## src/rtl/bpd_pkg.sv

```systemverilog
package bpd_pkg;

   // Fixed Q8.16 datapath width
   localparam int DATA_WIDTH = 24;
   localparam int CFG_WIDTH  = 23;
   localparam int CORDIC_MAX = 24;
   localparam int ZW         = 34;   // CORDIC Q4.30 working width
   localparam int PW         = 49;   // shared multiplier product width

   localparam logic [16:0] HALF_PI_Q16 = 17'd102944;
   localparam logic [16:0] ONE_Q16     = 17'd65536;
   localparam logic signed [ZW-1:0] CORDIC_K_Q30 = 34'sd652032874;

   // Register indexes
   typedef enum logic [2:0] {
      REG_PITCH_FAILSAFE = 3'd0,
      REG_PITCH_REF_LIM  = 3'd1,
      REG_VEL_GAIN       = 3'd2,
      REG_VEL_TRQ_LIM    = 3'd3,
      REG_GRAV_GAIN      = 3'd4,
      REG_DAMP_GAIN      = 3'd5,
      REG_PITCH_GAIN     = 3'd6,
      REG_FILTER_ALPHA   = 3'd7
   } reg_index_type;

   // Arctangent table, Q2.30
   function automatic logic [31:0] atan_q30(input logic [4:0] i);
      logic [31:0] r;
      begin
         case (i)
            5'd0:  r = 32'h3243F6A8;
            5'd1:  r = 32'h1DAC6705;
            5'd2:  r = 32'h0FADBAFC;
            5'd3:  r = 32'h07F56EA6;
            5'd4:  r = 32'h03FEAB76;
            5'd5:  r = 32'h01FFD55B;
            5'd6:  r = 32'h00FFFAAA;
            5'd7:  r = 32'h007FFF55;
            5'd8:  r = 32'h003FFFEA;
            5'd9:  r = 32'h001FFFFD;
            5'd10: r = 32'h000FFFFF;
            5'd11: r = 32'h0007FFFF;
            5'd12: r = 32'h0003FFFF;
            5'd13: r = 32'h0001FFFF;
            5'd14: r = 32'h0000FFFF;
            5'd15: r = 32'h00007FFF;
            5'd16: r = 32'h00003FFF;
            5'd17: r = 32'h00001FFF;
            5'd18: r = 32'h00000FFF;
            5'd19: r = 32'h000007FF;
            5'd20: r = 32'h000003FF;
            5'd21: r = 32'h000001FF;
            5'd22: r = 32'h000000FF;
            5'd23: r = 32'h0000007F;
            default: r = 32'h0;
         endcase
         return r;
      end
   endfunction

   // Saturate to the data width
   function automatic logic signed [DATA_WIDTH-1:0] sat(input logic signed [ZW-1:0] v);
      logic signed [ZW-1:0] hi;
      logic signed [ZW-1:0] lo;
      begin
         hi = ZW'((64'sd1 <<< (DATA_WIDTH - 1)) - 64'sd1);
         lo = -hi - ZW'(1);
         if (v > hi) return hi[DATA_WIDTH-1:0];
         else if (v < lo) return lo[DATA_WIDTH-1:0];
         else return v[DATA_WIDTH-1:0];
      end
   endfunction

   // Round half up from Q16 product and saturate
   function automatic logic signed [DATA_WIDTH-1:0] rnd_sat(input logic signed [PW-1:0] p);
      logic signed [PW-1:0] s;
      begin
         s = (p + PW'(32768)) >>> 16;
         return sat(s[ZW-1:0]);
      end
   endfunction

endpackage

```

## src/rtl/bpd_req_if.sv

```systemverilog
interface bpd_req_if;
   logic               valid;
   logic               ready;
   logic signed [23:0] pitch_meas;
   logic signed [23:0] pitch_rate_meas;
   logic signed [23:0] wheel_vel_meas;
   logic signed [23:0] pitch_target;
   logic signed [23:0] pitch_offset;
   logic signed [23:0] vel_target;
   logic               trust_update;
   logic               filter_restart;
   logic signed [23:0] filter_seed;

   modport source (output valid, pitch_meas, pitch_rate_meas, wheel_vel_meas, pitch_target,
                   pitch_offset, vel_target, trust_update, filter_restart, filter_seed,
                   input ready);
   modport sink (input valid, pitch_meas, pitch_rate_meas, wheel_vel_meas, pitch_target,
                 pitch_offset, vel_target, trust_update, filter_restart, filter_seed,
                 output ready);
endinterface

```

## src/rtl/bpd_rsp_if.sv

```systemverilog
interface bpd_rsp_if;
   logic               valid;
   logic               ready;
   logic signed [23:0] mech_torque;
   logic signed [23:0] error_torque;
   logic signed [23:0] vel_torque;
   logic signed [23:0] raw_torque;
   logic signed [23:0] filtered_torque;

   modport source (output valid, mech_torque, error_torque, vel_torque, raw_torque,
                   filtered_torque, input ready);
   modport sink (input valid, mech_torque, error_torque, vel_torque, raw_torque,
                 filtered_torque, output ready);
endinterface

```

## src/rtl/balance_pd_torque_lpf_top.sv

```systemverilog
// Balance torque controller: PD law with gravity feedforward (CORDIC sine of the
// clamped pitch), pitch-rate damping, clamped pitch and velocity error terms, and a
// one-pole low-pass filter on the summed command. Each item passes a prep step, the
// iterative CORDIC loop, a sine step and then six products through one shared 24x24
// multiplier before the block is ready again. The result is registered in the last
// product step. The block takes one item at a time. A new item may be accepted while
// the previous result waits in the output register. A result that is still waiting
// stalls the next item in its last cycle.
module balance_pd_torque_lpf_top
   import bpd_pkg::*;
#(
   parameter int CORDIC_STEPS = 16
) (
   input  logic                 clock,
   input  logic                 reset,
   bpd_req_if.sink              req,
   bpd_rsp_if.source            rsp,
   input  logic                 csr_we,
   input  logic [2:0]           csr_index,
   input  logic [CFG_WIDTH-1:0] csr_wdata
);

   localparam int ITERS = (CORDIC_STEPS < CORDIC_MAX) ? CORDIC_STEPS : CORDIC_MAX;
   localparam int CW    = (ITERS > 1) ? $clog2(ITERS) : 1;

   typedef enum logic [4:0] {
      S_IDLE = 5'b00001,
      S_PREP = 5'b00010,
      S_CORD = 5'b00100,
      S_SIN  = 5'b01000,
      S_MUL  = 5'b10000
   } state_type;

   state_type state_ff;

   // Configuration registers
   logic [16:0]          fsl_ff, alpha_ff;
   logic [CFG_WIDTH-1:0] rl_ff, vg_ff, vl_ff, gg_ff, dg_ff, pg_ff;

   always_ff @(posedge clock) begin
      if (reset) begin
         fsl_ff   <= 17'd52429;
         rl_ff    <= 23'd19661;
         vg_ff    <= '0;
         vl_ff    <= 23'd65536;
         gg_ff    <= '0;
         dg_ff    <= '0;
         pg_ff    <= '0;
         alpha_ff <= '0;
      end else if (csr_we) begin
         unique case (reg_index_type'(csr_index))
            REG_PITCH_FAILSAFE: fsl_ff   <= csr_wdata[16:0];
            REG_PITCH_REF_LIM:  rl_ff    <= csr_wdata;
            REG_VEL_GAIN:       vg_ff    <= csr_wdata;
            REG_VEL_TRQ_LIM:    vl_ff    <= csr_wdata;
            REG_GRAV_GAIN:      gg_ff    <= csr_wdata;
            REG_DAMP_GAIN:      dg_ff    <= csr_wdata;
            REG_PITCH_GAIN:     pg_ff    <= csr_wdata;
            REG_FILTER_ALPHA:   alpha_ff <= csr_wdata[16:0];
            default: ;
         endcase
      end
   end

   // Captured item
   logic signed [23:0] pitch_ff, rate_ff, wheel_ff, tgt_ff, ofs_ff, vref_ff;
   logic               trust_ff;
   logic signed [23:0] fstate_ff;

   // Intermediates
   logic signed [23:0] perr_ff, verr_ff, sin_ff;
   logic signed [23:0] grav_ff, mech_ff, pterm_ff, vterm_ff, err_ff, raw_ff;
   logic signed [ZW-1:0] x_ff, y_ff, z_ff;
   logic [CW-1:0]        cnt_ff;
   logic [2:0]           k_ff;
   logic signed [PW-1:0] prod_ff, acc_ff;

   // Saturated limits
   logic [16:0] fs_lim, alpha_sat;
   assign fs_lim    = (fsl_ff > HALF_PI_Q16) ? HALF_PI_Q16 : fsl_ff;
   assign alpha_sat = (alpha_ff > ONE_Q16) ? ONE_Q16 : alpha_ff;

   // Prep arithmetic
   logic signed [24:0] fs_s, rl_s, tsum, ref_c, pitch_c;
   assign fs_s = $signed({8'd0, fs_lim});
   assign rl_s = $signed({2'd0, rl_ff});
   assign tsum = 25'(tgt_ff) + 25'(ofs_ff);
   assign ref_c = (tsum > rl_s) ? rl_s : ((tsum < -rl_s) ? -rl_s : tsum);
   assign pitch_c = (25'(pitch_ff) > fs_s) ? fs_s
                  : ((25'(pitch_ff) < -fs_s) ? -fs_s : 25'(pitch_ff));

   // CORDIC step
   logic signed [ZW-1:0] dx, dy, at;
   assign dx = y_ff >>> cnt_ff;
   assign dy = x_ff >>> cnt_ff;
   assign at = $signed({2'b00, atan_q30(5'(cnt_ff))});

   logic signed [ZW-1:0] sin_r;
   assign sin_r = (y_ff + ZW'(8192)) >>> 14;

   // Shared multiplier operand select
   logic [23:0]        op_a;
   logic signed [23:0] op_b;
   always_comb begin
      case (k_ff)
         3'd0: begin op_a = {1'b0, gg_ff}; op_b = sin_ff; end
         3'd1: begin op_a = {1'b0, dg_ff}; op_b = rate_ff; end
         3'd2: begin op_a = {1'b0, pg_ff}; op_b = perr_ff; end
         3'd3: begin op_a = {1'b0, vg_ff}; op_b = verr_ff; end
         3'd4: begin op_a = {7'd0, alpha_sat}; op_b = fstate_ff; end
         3'd6: begin op_a = {7'd0, 17'(ONE_Q16 - alpha_sat)}; op_b = raw_ff; end
         default: begin op_a = '0; op_b = '0; end
      endcase
   end

   logic signed [PW-1:0] mul_out;
   assign mul_out = $signed({1'b0, op_a}) * op_b;

   // Processing of the previous product
   logic signed [23:0] pr;
   assign pr = rnd_sat(prod_ff);

   logic signed [24:0] vl_s, vclamp;
   assign vl_s   = $signed({2'd0, vl_ff});
   assign vclamp = (25'(pr) > vl_s) ? vl_s : ((25'(pr) < -vl_s) ? -vl_s : 25'(pr));

   logic signed [PW-1:0] fsum;
   assign fsum = acc_ff + prod_ff;

   logic signed [23:0] u_val;
   assign u_val = rnd_sat(fsum);

   logic out_busy;
   assign out_busy = rsp.valid && !rsp.ready;

   assign req.ready = (state_ff == S_IDLE);

   // Sequencer and datapath
   always_ff @(posedge clock) begin
      if (reset) begin
         state_ff  <= S_IDLE;
         rsp.valid <= 1'b0;
         fstate_ff <= '0;
         cnt_ff    <= '0;
         k_ff      <= '0;
      end else begin
         // the last product step loads a new result itself
         if (rsp.valid && rsp.ready && !(state_ff == S_MUL && k_ff == 3'd7))
            rsp.valid <= 1'b0;
         unique case (state_ff)
            S_IDLE: begin
               if (req.valid) begin
                  pitch_ff <= req.pitch_meas;
                  rate_ff  <= req.pitch_rate_meas;
                  wheel_ff <= req.wheel_vel_meas;
                  tgt_ff   <= req.pitch_target;
                  ofs_ff   <= req.pitch_offset;
                  vref_ff  <= req.vel_target;
                  trust_ff <= req.trust_update;
                  if (req.filter_restart) fstate_ff <= req.filter_seed;
                  state_ff <= S_PREP;
               end
            end
            S_PREP: begin
               perr_ff   <= sat(ZW'(ref_c) - ZW'(pitch_ff));
               verr_ff   <= sat(ZW'(vref_ff) - ZW'(wheel_ff));
               x_ff      <= CORDIC_K_Q30;
               y_ff      <= '0;
               z_ff      <= ZW'(pitch_c) <<< 14;
               cnt_ff    <= '0;
               state_ff  <= S_CORD;
            end
            S_CORD: begin
               if (!z_ff[ZW-1]) begin
                  x_ff <= x_ff - dx;
                  y_ff <= y_ff + dy;
                  z_ff <= z_ff - at;
               end else begin
                  x_ff <= x_ff + dx;
                  y_ff <= y_ff - dy;
                  z_ff <= z_ff + at;
               end
               if (cnt_ff == CW'(ITERS - 1)) state_ff <= S_SIN;
               else cnt_ff <= cnt_ff + CW'(1);
            end
            S_SIN: begin
               if (sin_r > ZW'(65536)) sin_ff <= 24'sd65536;
               else if (sin_r < -ZW'(65536)) sin_ff <= -24'sd65536;
               else sin_ff <= sin_r[23:0];
               k_ff     <= '0;
               state_ff <= S_MUL;
            end
            S_MUL: begin
               if (!(k_ff == 3'd7 && out_busy)) begin
                  prod_ff <= mul_out;
                  k_ff    <= k_ff + 3'd1;
               end
               case (k_ff)
                  3'd1: grav_ff <= pr;
                  3'd2: mech_ff <= sat(-ZW'(grav_ff) - ZW'(pr));
                  3'd3: pterm_ff <= pr;
                  3'd4: begin
                     vterm_ff <= vclamp[23:0];
                     err_ff   <= sat(ZW'(pterm_ff) + ZW'(vclamp));
                  end
                  3'd5: begin
                     acc_ff <= prod_ff;
                     raw_ff <= sat(ZW'(mech_ff) + ZW'(err_ff));
                  end
                  3'd7: begin
                     if (!out_busy) begin
                        rsp.valid           <= 1'b1;
                        rsp.mech_torque     <= mech_ff;
                        rsp.error_torque    <= err_ff;
                        rsp.vel_torque      <= vterm_ff;
                        rsp.raw_torque      <= raw_ff;
                        rsp.filtered_torque <= u_val;
                        if (trust_ff) fstate_ff <= u_val;
                        state_ff <= S_IDLE;
                     end
                  end
                  default: ;
               endcase
            end
            default: state_ff <= S_IDLE;
         endcase
      end
   end

endmodule

```

## src/flat_wrapper.sv

```systemverilog
// flat-port wrapper written by rule: the top's interface ports become plain ports
module balance_pd_torque_lpf_top_flat import bpd_pkg::*;
#(
   parameter int CORDIC_STEPS = 16
)
  (clock, reset, csr_we, csr_index, csr_wdata, req_valid, req_pitch_meas, req_pitch_rate_meas, req_wheel_vel_meas, req_pitch_target, req_pitch_offset, req_vel_target, req_trust_update, req_filter_restart, req_filter_seed, req_ready, rsp_valid, rsp_mech_torque, rsp_error_torque, rsp_vel_torque, rsp_raw_torque, rsp_filtered_torque, rsp_ready);
  bpd_req_if req_i ();
  bpd_rsp_if rsp_i ();
  input  logic clock;
  input  logic reset;
  input  logic csr_we;
  input  logic [2:0] csr_index;
  input  logic [CFG_WIDTH-1:0] csr_wdata;
  input wire logic [$bits(req_i.valid)-1:0] req_valid;
  input wire logic [$bits(req_i.pitch_meas)-1:0] req_pitch_meas;
  input wire logic [$bits(req_i.pitch_rate_meas)-1:0] req_pitch_rate_meas;
  input wire logic [$bits(req_i.wheel_vel_meas)-1:0] req_wheel_vel_meas;
  input wire logic [$bits(req_i.pitch_target)-1:0] req_pitch_target;
  input wire logic [$bits(req_i.pitch_offset)-1:0] req_pitch_offset;
  input wire logic [$bits(req_i.vel_target)-1:0] req_vel_target;
  input wire logic [$bits(req_i.trust_update)-1:0] req_trust_update;
  input wire logic [$bits(req_i.filter_restart)-1:0] req_filter_restart;
  input wire logic [$bits(req_i.filter_seed)-1:0] req_filter_seed;
  output wire logic [$bits(req_i.ready)-1:0] req_ready;
  output wire logic [$bits(rsp_i.valid)-1:0] rsp_valid;
  output wire logic [$bits(rsp_i.mech_torque)-1:0] rsp_mech_torque;
  output wire logic [$bits(rsp_i.error_torque)-1:0] rsp_error_torque;
  output wire logic [$bits(rsp_i.vel_torque)-1:0] rsp_vel_torque;
  output wire logic [$bits(rsp_i.raw_torque)-1:0] rsp_raw_torque;
  output wire logic [$bits(rsp_i.filtered_torque)-1:0] rsp_filtered_torque;
  input wire logic [$bits(rsp_i.ready)-1:0] rsp_ready;
  assign req_i.valid = req_valid;
  assign req_i.pitch_meas = req_pitch_meas;
  assign req_i.pitch_rate_meas = req_pitch_rate_meas;
  assign req_i.wheel_vel_meas = req_wheel_vel_meas;
  assign req_i.pitch_target = req_pitch_target;
  assign req_i.pitch_offset = req_pitch_offset;
  assign req_i.vel_target = req_vel_target;
  assign req_i.trust_update = req_trust_update;
  assign req_i.filter_restart = req_filter_restart;
  assign req_i.filter_seed = req_filter_seed;
  assign req_ready = req_i.ready;
  assign rsp_valid = rsp_i.valid;
  assign rsp_mech_torque = rsp_i.mech_torque;
  assign rsp_error_torque = rsp_i.error_torque;
  assign rsp_vel_torque = rsp_i.vel_torque;
  assign rsp_raw_torque = rsp_i.raw_torque;
  assign rsp_filtered_torque = rsp_i.filtered_torque;
  assign rsp_i.ready = rsp_ready;
  balance_pd_torque_lpf_top #(.CORDIC_STEPS(CORDIC_STEPS)) u_core (.clock(clock), .reset(reset), .req(req_i), .rsp(rsp_i), .csr_we(csr_we), .csr_index(csr_index), .csr_wdata(csr_wdata));
endmodule
```

## config.mk

```make
export PLATFORM = sky130hd
export DESIGN_NAME = balance_pd_torque_lpf_top_flat
export DESIGN_NICKNAME = d
export VERILOG_FILES = /design/src/rtl/bpd_pkg.sv /design/src/rtl/bpd_req_if.sv /design/src/rtl/bpd_rsp_if.sv /design/src/rtl/balance_pd_torque_lpf_top.sv /design/src/flat_wrapper.sv
export SDC_FILE = /design/constraint.sdc
export NUM_CORES = 2
export LEC_CHECK = 0
export ABC_CLOCK_PERIOD_IN_PS = 11000
export BUFFER_PORTS_ARGS = -buffer_cell sky130_fd_sc_hd__buf_2
export CORE_UTILIZATION = 46
export CTS_BUF_LIST = sky130_fd_sc_hd__clkbuf_4 sky130_fd_sc_hd__clkbuf_8 sky130_fd_sc_hd__clkbuf_16
export DETAILED_ROUTE_END_ITERATION = 12
export PLACE_DENSITY = 0.69
export SLEW_MARGIN = 20
export SYNTH_ARGS = -nofsm -noshare
export SYNTH_HDL_FRONTEND = slang
export SYNTH_SLANG_ARGS = --single-unit
```

## constraint.sdc

```tcl
create_clock -name clock -period 11 [get_ports clock]
set_input_delay 0 -clock clock [delete_from_list [all_inputs] [get_ports clock]]
set_output_delay 0 -clock clock [all_outputs]
set_load 0.01 [all_outputs]
```

## Word level (Yosys, flattened, before mapping)

Memories as Yosys holds them, arrays and structs flattened. A register that Yosys moved wholly into a read port is not among the register bits.
Cells that the tools add are included.
Widths: inputs -> output; s select.

- Memory bits (read-only): 480
- Bits in registers: 890
- Word-level logic and storage cells: 205
- Output and inout port bits: 122
- Memories kept: 1

Memory list:

| memory | words | width | rd ports | clocked after Yosys merged registers in | write ports | RTL line | RTL |
|---|---|---|---|---|---|---|---|
| (no name shown) | 16 | 30 | 1 | 1 | 0 | bpd_pkg.sv:30 | `case (i)` |

- Shift-type cells: 2
- Reductions and logical operators: 36
- Bitwise logic cells: 3
- Muxes and demuxes: 47
- Add/subtract/negate cells: 23
- Magnitude comparators: 24
- $mul: 1
- Equal/unequal tests: 28

Operator list:

| cell | count |
|---|---|
| $mux 24 | 15 |
| $pmux 34 s2 | 3 |
| $gt 34x24->1 const B | 5 |
| $lt 34x24->1 const B | 5 |
| $pmux 24 s6 | 1 |
| $pmux 23 s6 | 1 |
| $mux 34 | 3 |
| $mux 25 | 4 |
| $add 49x17->49 const B | 2 |
| $add 34x34->34 | 2 |
| $sshr 34x4->34 | 2 |
| $sub 34x34->34 | 2 |
| $gt 33x24->1 const B | 2 |
| $lt 33x24->1 const B | 2 |
| $add 24x24->25 | 2 |
| $lt 24x25->1 | 2 |
| $neg 23->25 | 2 |
| $add 49x49->49 | 1 |
| $mul 24x24->48 | 1 |
| $pmux 24 s2 | 1 |
| $mux 20 | 2 |
| $add 34x15->34 const B | 1 |
| $add 34x33->34 | 1 |
| $gt 17x17->1 const B | 2 |
| 45 further kinds | 100 |

## Logic depth before layout (Yosys ltp)

- Depth after elaboration: 10
- Depth in mapped cells: 45
- Mapped depth without buffers: 38

## Worst setup path before layout

OpenSTA, ideal clock, no wires.

- Path type: reg2reg
- Start point: register u_core.alpha_ff[3]
- End point: register u_core.prod_ff[47] (data pin)
- Buffers on the path: 2
- Setup slack: 1.229 ns
- Data arrival time: 9.510 ns
- Stages on the path, launching flop included: 38
- Required time: 10.739 ns
- Cells stage by stage: dfxtp_1 -> nor3_1 -> nor3b_1 -> nand2_1 -> nor3_1 -> nand2_1 -> or3_1 -> or3_1 -> o21ai_1 -> and2_1 -> buf_2 -> a221o_1 -> clkbuf_1 -> nand2_1 -> fa_1 -> inv_1 -> fa_1 -> inv_1 -> [... 2 more ...] -> ha_1 -> fa_1 -> fa_1 -> fa_1 -> ha_1 -> a21o_1 -> a21o_1 -> a211oi_1 -> o21ai_0 -> a21oi_1 -> o211a_1 -> a21oi_1 -> a221oi_1 -> o21bai_1 -> o41ai_1 -> o21bai_1 -> a41oi_1 -> xnor2_1

- Longest elaborated chain between the ends: 5

RTL lines:

| what | RTL line | RTL |
|---|---|---|
| start: declaration | balance_pd_torque_lpf_top.sv:37 | `logic [16:0] fsl_ff, alpha_ff;` |
| start signal: assignment | balance_pd_torque_lpf_top.sv:59 | `REG_FILTER_ALPHA: alpha_ff <= csr_wdata[16:0];` |
| $gt 17x17->1 | balance_pd_torque_lpf_top.sv:81 | `assign alpha_sat = (alpha_ff > ONE_Q16) ? ONE_Q16 : alpha_ff;` |
| $mux 17 (*) | balance_pd_torque_lpf_top.sv:81 |  |
| $sub 17x17->17 | balance_pd_torque_lpf_top.sv:111 | `3'd6: begin op_a = {7'd0, 17'(ONE_Q16 - alpha_sat)}; op_b = raw_ff; end` |
| $pmux 23 s6 (*) | balance_pd_torque_lpf_top.sv:105 | `case (k_ff)` |
| $mul 24x24->48 (*) | balance_pd_torque_lpf_top.sv:117 | `assign mul_out = $signed({1'b0, op_a}) * op_b;` |
| via u_core.mul_out[47] | balance_pd_torque_lpf_top.sv:116 | `logic signed [PW-1:0] mul_out;` |
| end signal: assignment | balance_pd_torque_lpf_top.sv:195 | `prod_ff <= mul_out;` |
| end: declaration | balance_pd_torque_lpf_top.sv:76 | `logic signed [PW-1:0] prod_ff, acc_ff;` |

The timed path passes the listed nets; every way through them passes the cells marked *.
A chain may end at the register's enable or synchronous reset.

## Worst setup path after layout

- Start point: register u_core.alpha_ff[3]
- End point: register u_core.prod_ff[45] (data pin)

Same word-level chain as after synthesis.

==> impl_metrics.json <==
{
  "grt_first_pass_wirelength_um": 372000,
  "status": "finished, final reports clean",
  "critical_path_class": "register to register",
  "clock-root-buffer": "clkbuf_16",
  "timing.rr.end": "u_core.prod_ff[45]$_DFFE_PP_",
  "setup_violations": 0,
  "initial_core_util_pct": 46.4,
  "slowest_delay_ns": 0.56,
  "netlist_instances": 8217,
  "worst_ep_arrival_time_ns": 10.95,
  "synthFlopType": "edfxtp_1",
  "gp_congestion": 1.02,
  "worstHoldPathCells": 2,
  "hold_ws_ns": 0.0398,
  "hold_end": "u_core.vref_ff[8]$_DFFE_PP_",
  "ant_nets": 0,
  "h-tree-depth": 3,
  "syn_area_sq_um": 77700,
  "grt_pass1_vias": 63062,
  "finalCriticalPeriod_ns": 10.44,
  "max_cap_violations": 0,
  "synth.ff_latch_count": 913,
  "worst-r2r-cell-count": 38,
  "clkLatencyLatePin_ns": 0.77,
  "coreArea_sq_um": 167000,
  "cts_buffer_depth": 3,
  "synthArstFlopShare_pct": 0,
  "pin_count": 323,
  "r2r_start": "u_core.alpha_ff[3]$_SDFFE_PP0P_",
  "min_from": "req_vel_target[8]",
  "end_kind": "register",
  "critPathLaunch": "u_core.alpha_ff[3]$_SDFFE_PP0P_",
  "vias_per_cell": 5.78,
  "final_cell_area_sq_um": 89100,
  "cpMaxStageDelayCell": "fa_1",
  "grt_use_total_pct": 28.4,
  "syn2layout_area_growth_pct": 14.7,
  "seq_area_frac_synth_pct": 32.2,
  "cts.sinks": 913,
  "yosys_warnings": 0,
  "crit_required_ns": 11.50,
  "antenna_found_initial": 20,
  "postSynthAreaPerCell_sq_um": 9.46,
  "cp-start-kind": "register",
  "routed_wl_um": 246000,
  "powerDensity_nw_per_um2": 103,
  "skew_ns": 0.0645,
  "finalCritPeriodShare_pct": 95.0,
  "vias": 64030,
  "final.setup.tns_ns": 0,
  "syn-num-nets": 9609,
  "synth_edf_count": 675,
  "regArea_sq_um": 25000,
  "final_max_slew_viol_count": 0,
  "nets": 10164,
  "multi_input_area_sq_um": 48400,
  "cts_tree": "built",
  "drc": 0,
  "worst_pin_slew_ns": 1.21,
  "grt_max_degree": 80,
  "leakage_nw": 37.7,
  "critical_path.max_fanout": 16,
  "ir_worst_vdd_v": 0.000124,
  "cp_common_cell": "fa_1",
  "drive_gt1_share_pct": 10.5,
  "die_h_um": 413,
  "hold_viol": 0,
  "wire_per_inst_um": 22.2,
  "yosysUniqueCellTypes": 98,
  "rsz0062_at_grt": "false",
  "die_w_um": 413,
  "rrSetupSlack_ns": 0.56,
  "rows": 150,
  "slew_headroom_pct": 19.6,
  "placed_area_sq_um": 82100,
  "fmax_ghz": 0.0957,
  "fillers": 14895,
  "cts_buffers": 103,
  "hold_class": "input port to register",
  "hpwl_um": 189000,
  "cts.clk_slew.worst_paths_ns": 0.06,
  "dieArea_sq_um": 171000,
  "grt_overflow_total": 0,
  "port_buffers": 322,
  "drt_iter0_markers": 5254,
  "dr.pass1.iters": 8
}
==> registers in the layout, indices dropped and copies added (netlist names), 29 cells and up <==
register        cells
u_core.y_ff        34
u_core.prod_ff     48
u_core.acc_ff      48
u_core.x_ff        34
u_core.z_ff        34
u_core.at          29
==> worst max path at each step <==
stage                                         endpoint  slack (ns)  depth (start not counted)
after global placement    u_core.prod_ff[47]$_DFFE_PP_        0.46                         36
after detailed placement  u_core.prod_ff[45]$_DFFE_PP_        0.12                         37
after global routing      u_core.prod_ff[45]$_DFFE_PP_       0.005                         38
after floorplan           u_core.prod_ff[47]$_DFFE_PP_        1.23                         37
final                     u_core.prod_ff[45]$_DFFE_PP_        0.56                         38
after CTS                 u_core.prod_ff[45]$_DFFE_PP_        0.11                         37
==> what timing repair did <==
item	4_1_cts	5_1_grt
setup buffers	0	0
gates resized for setup	0	5
hold buffers	330	0
setup endpoints to repair	0	8
hold endpoints to repair	358	0
==> kinds of logic (layout without fill, tap and decap cells) <==
kind of cell / count (synthesis) / in the layout / share of synthesized area, %
adder cells (fa/ha/maj): 1195 / 1195 / 23.8
AO/OA/AOI/OAI: 1825 / 1825 / 14.9
flip-flops: 913 / 913 / 32.2
multiplexers: 176 / 176 / 3.59
AND/OR/NAND/NOR: 2457 / 2457 / 14.4
other: 0 / 8 / 0
XOR/XNOR: 458 / 458 / 5.16
buffers and inverters: 1193 / 1834 / 5.91
==> power breakdown <==
part / internal (mW) / switching [mW] / total, mW / leakage [nW]
combinational: 0.692 / 0.972 / 1.66 / 27.9
clock: 2.14 / 1.55 / 3.69 / 1.79
sequential: 3.78 / 0.0596 / 3.84 / 8.03
==> per-layer routing <==
layer	track usage, %	wire, um	vias to the layer above
met5	0	121	-
met4	11.1	10100	18
met3	6.85	22100	499
met2	46.0	113000	2507
met1	36.6	101000	31305
li1	-	-	29701
==> cell usage after synthesis, types with 230 or more instances <==
cell type  instances  share of area (%)
a21o_1           230                2.2
a21oi_1          594                3.8
clkbuf_1         294                1.4
dfxtp_1          238                6.1
edfxtp_1         675                 26
fa_1             469                 12
ha_1             722                 12
inv_1            823                4.0
nand2_1         1103                5.3
nor2_1           519                2.5
o21ai_0          329                2.1
xnor2_1          289                3.3
==> through the flow <==
| step | setup WS (ns) | total power [mW] | cells | utilization, % |
|---|---|---|---|---|
| floorplan | 1.23 | 5.00 | 8217 | - |
| global placement | 0.458 | 5.40 | 10540 | 49.0 |
| detailed placement | 0.121 | 5.44 | 10541 | 49.1 |
| CTS | 0.110 | 9.20 | 11062 | 53.2 |
| global route | 0.00490 | 9.55 | 11066 | 53.2 |
| finish | 0.555 | 9.19 | 11070 | 53.2 |
==> critical path: cells and delay by family, from the launching register on <==
family | cells | cell delay [ns]
fa+ha+maj | 8 | 3.64
compound gates | 14 | 3.14
simple gates | 9 | 2.12
buf+inv | 6 | 0.83
flops | 1 | 0.36
xor+xnor | 1 | 0.08
==> cell usage in the layout (no fill, tap or decap), types with 104 or more instances in the layout <==
cell and n:
dlygate4sd3_1 330, fa_1 469, buf_2 321, edfxtp_1 675, ha_1 721, a21oi_1 591, a21o_1 230, inv_1 823
xor2_1 169, clkbuf_16 107, o21ai_0 329, buf_4 161, nand2_1 1103, nand2b_1 104, xnor2_1 289, nand3_1 123
nor2_1 508, dfxtp_1 233
==> layout make-up <==
type                    instances  area share (%)
diodes                          8          0.0225
flip-flops and latches        913            28.1
inverters                     827            3.48
repair buffers                816            6.94
well taps                    2204            3.09
clock inverters                62           0.835
clock buffers                 129            3.24
multi-input cells            6111            54.3
Note: power is estimated with default switching activity, not from simulation.
